$ cat config.mk
export PLATFORM = sky130hd
export DESIGN_NAME = bhp_cfg_regs
export DESIGN_NICKNAME = d
export VERILOG_FILES = /design/src/rtl/core/bhp_pkg.sv /design/src/rtl/core/bhp_cfg_regs.sv
export SDC_FILE = /design/constraint.sdc
export NUM_CORES = 1
export LEC_CHECK = 0
export ABC_AREA = 1
export CAP_MARGIN = 0
export CORE_ASPECT_RATIO = 1.1
export CORE_UTILIZATION = 30
export DETAILED_ROUTE_END_ITERATION = 10
export DONT_BUFFER_PORTS = 1
export MAX_ROUTING_LAYER = met4
export PLACE_DENSITY = 0.46
export SLEW_MARGIN = 20
export SYNTH_ARGS = -nofsm -noshare
export SYNTH_HDL_FRONTEND = slang
export SYNTH_SLANG_ARGS = --single-unit
$ cat constraint.sdc
create_clock -name clk -period 1.9 [get_ports clk]
set_input_delay 0.38 -clock clk [delete_from_list [all_inputs] [get_ports clk]]
set_output_delay 0.38 -clock clk [all_outputs]
set_load 0.005 [all_outputs]
$ cat src/rtl/core/bhp_pkg.sv
// Shared types, constants and helper functions of the hybrid branch predictor.
package bhp_pkg;

    // Default sizing
    localparam int MAX_INDEX_BITS = 12;
    localparam int ADDR_WIDTH     = 32;

    // Configuration port
    localparam int PADDR_W  = 4;
    localparam int PDATA_W  = 32;
    localparam int CFG_W    = 4;
    localparam int COUNT_W  = 32;

    // Counter widths and values
    localparam int CTR_W = 3;
    localparam int CHS_W = 2;
    localparam logic [CTR_W-1:0] CTR_INIT    = 3'd4;
    localparam logic [CTR_W-1:0] CTR_MAX     = 3'd7;
    localparam logic [CTR_W-1:0] CTR_TAKEN   = 3'd4;
    localparam logic [CHS_W-1:0] CHS_INIT    = 2'd1;
    localparam logic [CHS_W-1:0] CHS_MAX     = 2'd3;
    localparam logic [CHS_W-1:0] CHS_GSHARE  = 2'd2;

    // Register reset values
    localparam logic [CFG_W-1:0] CHOOSER_BITS_RST = 4'd8;
    localparam logic [CFG_W-1:0] GSHARE_BITS_RST  = 4'd10;
    localparam logic [CFG_W-1:0] HIST_LEN_RST     = 4'd6;
    localparam logic [CFG_W-1:0] BIMODAL_BITS_RST = 4'd10;

    // Register map (word index)
    typedef enum logic [1:0] {
        REG_CHOOSER_BITS = 2'd0,
        REG_GSHARE_BITS  = 2'd1,
        REG_HIST_LEN     = 2'd2,
        REG_BIMODAL_BITS = 2'd3
    } reg_idx_t;

    // Configuration seen by the datapath
    typedef struct packed {
        logic [CFG_W-1:0] chooser_bits;
        logic [CFG_W-1:0] gshare_bits;
        logic [CFG_W-1:0] hist_len;
        logic [CFG_W-1:0] bimodal_bits;
    } bhp_cfg_t;

    // Sequencer states
    typedef enum logic [2:0] {
        S_CLEAR  = 3'b001,
        S_IDLE   = 3'b010,
        S_UPDATE = 3'b100
    } bhp_state_t;

    // Saturating step of a 3-bit prediction counter
    function automatic logic [CTR_W-1:0] ctr_step(logic [CTR_W-1:0] c, logic up);
        logic [CTR_W-1:0] r;
        r = c;
        if (up && (c != CTR_MAX))
            r = c + 3'd1;
        else if (!up && (c != '0))
            r = c - 3'd1;
        return r;
    endfunction

    // Saturating step of a 2-bit chooser counter
    function automatic logic [CHS_W-1:0] chs_step(logic [CHS_W-1:0] c, logic up);
        logic [CHS_W-1:0] r;
        r = c;
        if (up && (c != CHS_MAX))
            r = c + 2'd1;
        else if (!up && (c != '0))
            r = c - 2'd1;
        return r;
    endfunction

endpackage

$ cat src/rtl/core/bhp_cfg_regs.sv
// APB-style configuration registers of the hybrid branch predictor.
module bhp_cfg_regs (
    input  logic                          clk,
    input  logic                          rst_n,
    input  logic                          psel,
    input  logic                          penable,
    input  logic                          pwrite,
    input  logic [bhp_pkg::PADDR_W-1:0]   paddr,
    input  logic [bhp_pkg::PDATA_W-1:0]   pwdata,
    output logic [bhp_pkg::PDATA_W-1:0]   prdata,
    output logic                          pready,
    output bhp_pkg::bhp_cfg_t             cfg
);

    bhp_pkg::bhp_cfg_t cfg_reg;
    bhp_pkg::bhp_cfg_t cfg_next;
    bhp_pkg::reg_idx_t idx;
    logic              wr_en;
    logic [bhp_pkg::CFG_W-1:0] wval;
    logic [bhp_pkg::CFG_W-1:0] rval;

    assign pready = 1'b1;
    assign wr_en  = psel && penable && pwrite && pready;
    assign idx    = bhp_pkg::reg_idx_t'(paddr[3:2]);
    assign wval   = pwdata[bhp_pkg::CFG_W-1:0];

    // Register write decode
    always_comb
    begin
        cfg_next = cfg_reg;
        if (wr_en)
        begin
            unique case (idx)
                bhp_pkg::REG_CHOOSER_BITS: cfg_next.chooser_bits = wval;
                bhp_pkg::REG_GSHARE_BITS:  cfg_next.gshare_bits  = wval;
                bhp_pkg::REG_HIST_LEN:     cfg_next.hist_len     = wval;
                bhp_pkg::REG_BIMODAL_BITS: cfg_next.bimodal_bits = wval;
                default:                   cfg_next = cfg_reg;
            endcase
        end
    end

    always_ff @(posedge clk or negedge rst_n)
    begin
        if (!rst_n)
        begin
            cfg_reg.chooser_bits <= bhp_pkg::CHOOSER_BITS_RST;
            cfg_reg.gshare_bits  <= bhp_pkg::GSHARE_BITS_RST;
            cfg_reg.hist_len     <= bhp_pkg::HIST_LEN_RST;
            cfg_reg.bimodal_bits <= bhp_pkg::BIMODAL_BITS_RST;
        end
        else
        begin
            cfg_reg <= cfg_next;
        end
    end

    // Read mux
    always_comb
    begin
        unique case (idx)
            bhp_pkg::REG_CHOOSER_BITS: rval = cfg_reg.chooser_bits;
            bhp_pkg::REG_GSHARE_BITS:  rval = cfg_reg.gshare_bits;
            bhp_pkg::REG_HIST_LEN:     rval = cfg_reg.hist_len;
            bhp_pkg::REG_BIMODAL_BITS: rval = cfg_reg.bimodal_bits;
            default:                   rval = '0;
        endcase
    end

    assign prdata = {{(bhp_pkg::PDATA_W - bhp_pkg::CFG_W){1'b0}}, rval};
    assign cfg    = cfg_reg;

endmodule

# ---- Word level (Yosys, flattened, before mapping)
# Cells that the tools add are included.
# Widths: inputs -> output; s select.
dict set report classes {
  n_addsub 0
  n_reduce_logical 7
  bitwise 0
  div 0
  magnitude_cmp 0
  n_shift 0
  multipliers 0
  n_eq_ne 3
  muxes 1
}
# cell n
set op_table {}
lappend op_table {{$pmux 4 s4} 1}
lappend op_table {{$reduce_and 2->1} 4}
lappend op_table {{$eq 2x2->1 const B} 2}
lappend op_table {{$eq 2x1->1 const B} 1}
lappend op_table {{$logic_and 1x1->1} 2}
lappend op_table {{$logic_not 2->1} 1}
dict set report word_totals {
  word_cells 15
  ramBits 0
  register_bits 16
  romBits 0
  n_memories 0
  latch_bits 0
}

# ---- Depth between registers and ports, before layout
dict set report logic_depth {
  depth_word 3
  mapped_depth 6
  depth_no_buf 6
}

# ---- Least setup slack after synthesis
# Ideal clock, no wire load.
dict set report synth_timing {
  path_kind {in2out}
  startpoint {in paddr[3] (netlist name)}
  endpoint {out prdata[0] (netlist name)}
  setup_slack_ps 788
  stages 3
  n_path_buf 0
  t_arrival_ps 732
  required_ps 1520
  path_cell_list {nor2_1 nand2_1 nand4_1}
}
dict set report synth_between {
  elab_chain_len 2
}
# element line
set synth_lines {}
lappend synth_lines {{start: declaration} bhp_cfg_regs.sv:8} ;# input logic [bhp_pkg::PADDR_W-1:0] paddr,
lappend synth_lines {{$eq 2x2->1 (tied with other cells)} bhp_cfg_regs.sv:61} ;# unique case (idx)
lappend synth_lines {{$pmux 4 s4 *} bhp_cfg_regs.sv:61}
lappend synth_lines {{end: declaration} bhp_cfg_regs.sv:10} ;# output logic [bhp_pkg::PDATA_W-1:0] prdata,
# Mark *: on every way between the ends. The rest lies on a longest branch, timed or not.

# ---- Worst setup path in the final report
dict set report layout_timing {
  startpoint {reg cfg_reg, in the netlist cfg[5]}
  endpoint {out prdata[1] (netlist name)}
}
dict set report layout_between {
  elab_chain_len 1
}
# element line
set layout_lines {}
lappend layout_lines {{start: declaration} bhp_cfg_regs.sv:15} ;# bhp_pkg::bhp_cfg_t cfg_reg;
lappend layout_lines {{start signal: assignment} bhp_cfg_regs.sv:54} ;# cfg_reg <= cfg_next;
lappend layout_lines {{$pmux 4 s4} bhp_cfg_regs.sv:61}
# Every way passes these cells.

==> impl_metrics.env <==
export IMPL_status="finished clean"
export IMPL_drt_wl_total_um=2253
export IMPL_reg2reg_to="cfg[3]$_DFFE_PN1P_"
export IMPL_grt_pass1_vias=771
export IMPL_dr_first_iter_drc_count=10
export IMPL_top_usage_layer="met2"
export IMPL_whs_ps=179.3
export IMPL_h_tree_depth=1
export IMPL_synth_top_family_by_area="simple AND/OR/NAND/NOR gates"
export IMPL_core_area_um2=3413
export IMPL_holdCritStartpoint="pwdata[3]"
export IMPL_critPathMaxFanout=3
export IMPL_pre_cts_ws_ps=689.8
export IMPL_finalClockSkew_ps=0
export IMPL_grt_max_degree=17
export IMPL_seqCellArea_um2=409.1
export IMPL_post_dp_hpwl_um=1820
export IMPL_synthAdderAreaFrac_pct=0
export IMPL_met3_usage_pct=4.134
export IMPL_powerDensity_nw_per_um2=798.8
export IMPL_layout_common_cells="nand2_1 (57), conb_1 (29), nand3_1 (12)"
export IMPL_gp_congestion=0.7569
export IMPL_hp_class="in -> reg"
export IMPL_syn_avg_cell_area_um2=7.849
export IMPL_synth_seq_area_share_pct=37.50
export IMPL_netlist_top_cell_by_area="dfrtp_1"
export IMPL_layout_cells_most_common="nand2_1"
export IMPL_drc=0
export IMPL_hold_depth=2
export IMPL_postSynthCellCount=139
export IMPL_syn_area_um2=1091
export IMPL_cts_inserted_buffers=3
export IMPL_cts_tree="yes"
export IMPL_die_h_um=65.25
export IMPL_synth_top_area_share_pct=20.64
export IMPL_clk_latency_ps=280
export IMPL_critPathKind="reg -> out"
export IMPL_ys_warn_count=0
export IMPL_slew_headroom_pct=53.61
export IMPL_start_util_pct=31.96
export IMPL_worst_ep_arrival_time_ps=1090
export IMPL_slowest_stage="dfstp_2"
export IMPL_fin_crit_sh_pct=77.12
export IMPL_postCtsSetupBuffers=0
export IMPL_synthTopCellsByArea="dfrtp_1 (21%), buf_4 (20%), nand2_1 (20%), dfstp_2 (17%), nand3_1 (5.5%)"
export IMPL_path_clk_slew_ps=90
export IMPL_diodes=0
export IMPL_tns_ps=0
export IMPL_crit_family="flip-flops"
export IMPL_leakagePower_nw=0.5414
export IMPL_grt_pass1_wl_um=3643
export IMPL_die_x_um=59.50
export IMPL_yosysUniqueCellTypes=16
export IMPL_cts_root_buf="clkbuf_4"
export IMPL_largest_reg_flops=16
export IMPL_ant_nets=0
export IMPL_worstRegToRegCells=2
export IMPL_r2r_slack_ps=1140
export IMPL_synthMuxAreaShare_pct=0
export IMPL_routedWlPerCell_um=11.98
export IMPL_fmax_mhz=682.4
export IMPL_cp_cell_sequence="nand3_1 -> nand4_1"
export IMPL_placed_cells=183
export IMPL_die_area_um2=3882
export IMPL_nets=182
export IMPL_grtUsageMet1_pct=16.24
export IMPL_startpoint_type="flip-flop"
export IMPL_final_cells=188
export IMPL_io_pins=90
export IMPL_use_met2_pct=19.80
export IMPL_core_rowCount=22
export IMPL_clock_sinks=16
export IMPL_port_buffers=0
export IMPL_drt_pass1_iterations=4
export IMPL_whs_endpoint="cfg[11]$_DFFE_PN1P_"
export IMPL_setup_viol_count_final=0
export IMPL_synthXorXnorAreaFrac_pct=0
export IMPL_antenna_found_initial=0
export IMPL_r2r_start="cfg[3]$_DFFE_PN1P_"
export IMPL_overflow=0
export IMPL_area_growth_pct=-3.899
export IMPL_period_needed_ps=1465
export IMPL_clk_path_buf_depth=2
export IMPL_peakVddDrop_mv=0.4027
export IMPL_crit_buf_inv=0
export IMPL_end_kind="output port"
export IMPL_synthSimpleGateAreaFrac_pct=37.73
export IMPL_drv_slew=0
export IMPL_multi_input_area_um2=520.5
export IMPL_track_usage_pct=13.13
export IMPL_hold_viol=0
export IMPL_ys_ff_latch=16
export IMPL_synth_compound_area_share_pct=0
export IMPL_drive_gt1_share_pct=16.43
export IMPL_layout_setup_ws_ps=434.6
export IMPL_slowest_delay_ps=570
export IMPL_rsz0062_at_grt="false"
export IMPL_final_fill_count=380
export IMPL_critPathRequiredTime_ps=1520
export IMPL_vias=775
export IMPL_cap_violations=0
export IMPL_via_per_inst=4.122
export IMPL_worst_pin_slew_ps=693.5
[worst max-delay path by stage]
stage | from | to | slack, ps | depth (start not counted)
after floorplan | paddr[3] | prdata[0] | 790 | 3
after global placement | paddr[3] | prdata[0] | 690 | 3
after detailed placement | paddr[3] | prdata[0] | 690 | 3
after CTS | cfg[5]$_DFFE_PN1P_ | prdata[1] | 420 | 2
after global routing | cfg[5]$_DFFE_PN1P_ | prdata[1] | 370 | 2
final | cfg[5]$_DFFE_PN1P_ | prdata[1] | 430 | 2
[area by class of cell]
type / count / area share [%]
Inverter: 6 / 2.148
Tap cell: 48 / 5.728
Multi-Input combinational cell: 113 / 49.64
Clock buffer: 4 / 2.506
Timing Repair Buffer: 1 / 0.9546
Sequential cell: 16 / 39.02
[cells by family after synthesis]
group / after synthesis
AND/OR/NAND/NOR: 84
flip-flops: 16
other: 2
buffers and inverters: 37
[metrics by stage]
stage	total power, W	cell area (um^2)	utilization (%)
final	0.0008375	1049	30.72
after global routing	0.0009024	1049	30.72
after CTS	0.0008481	1049	30.72
after detailed placement	0.0006558	1012	29.66
after global placement	0.0006537	1012	29.66
after floorplan	0.0006592	1192	-
[power by group]
group / leakage [nW] / total, W / internal, W / switching (W)
sequential: 0.188 / 0.000516 / 0.000434 / 0.0000820
combinational: 0.339 / 0.000137 / 0.0000486 / 0.0000883
clock: 0.0150 / 0.000185 / 0.0000814 / 0.000103
[synth_stat cells]
cell type,count
buf_4,29
buf_6,2
conb_1,2
dfrtp_1,9
dfstp_2,7
inv_1,3
inv_2,3
nand2_1,57
nand2_2,1
nand2_4,3
nand3_1,12
nand3_4,1
nand4_1,4
nor2_1,1
nor2_2,1
nor2_4,4
[timing repair]
item / CTS / global route
endpoints found under the setup margin: 0 / 0
hold endpoints to repair: 16 / 0
resized for setup: 0 / 0
hold buffers: 1 / 0
[per-layer routing]
metal	share of wire (%)	up-vias
met3	12	2
met4	0.71	0
met5	0	-
met1	42	350
met2	45	47
li1	-	376
(Power assumes the default switching activity.)
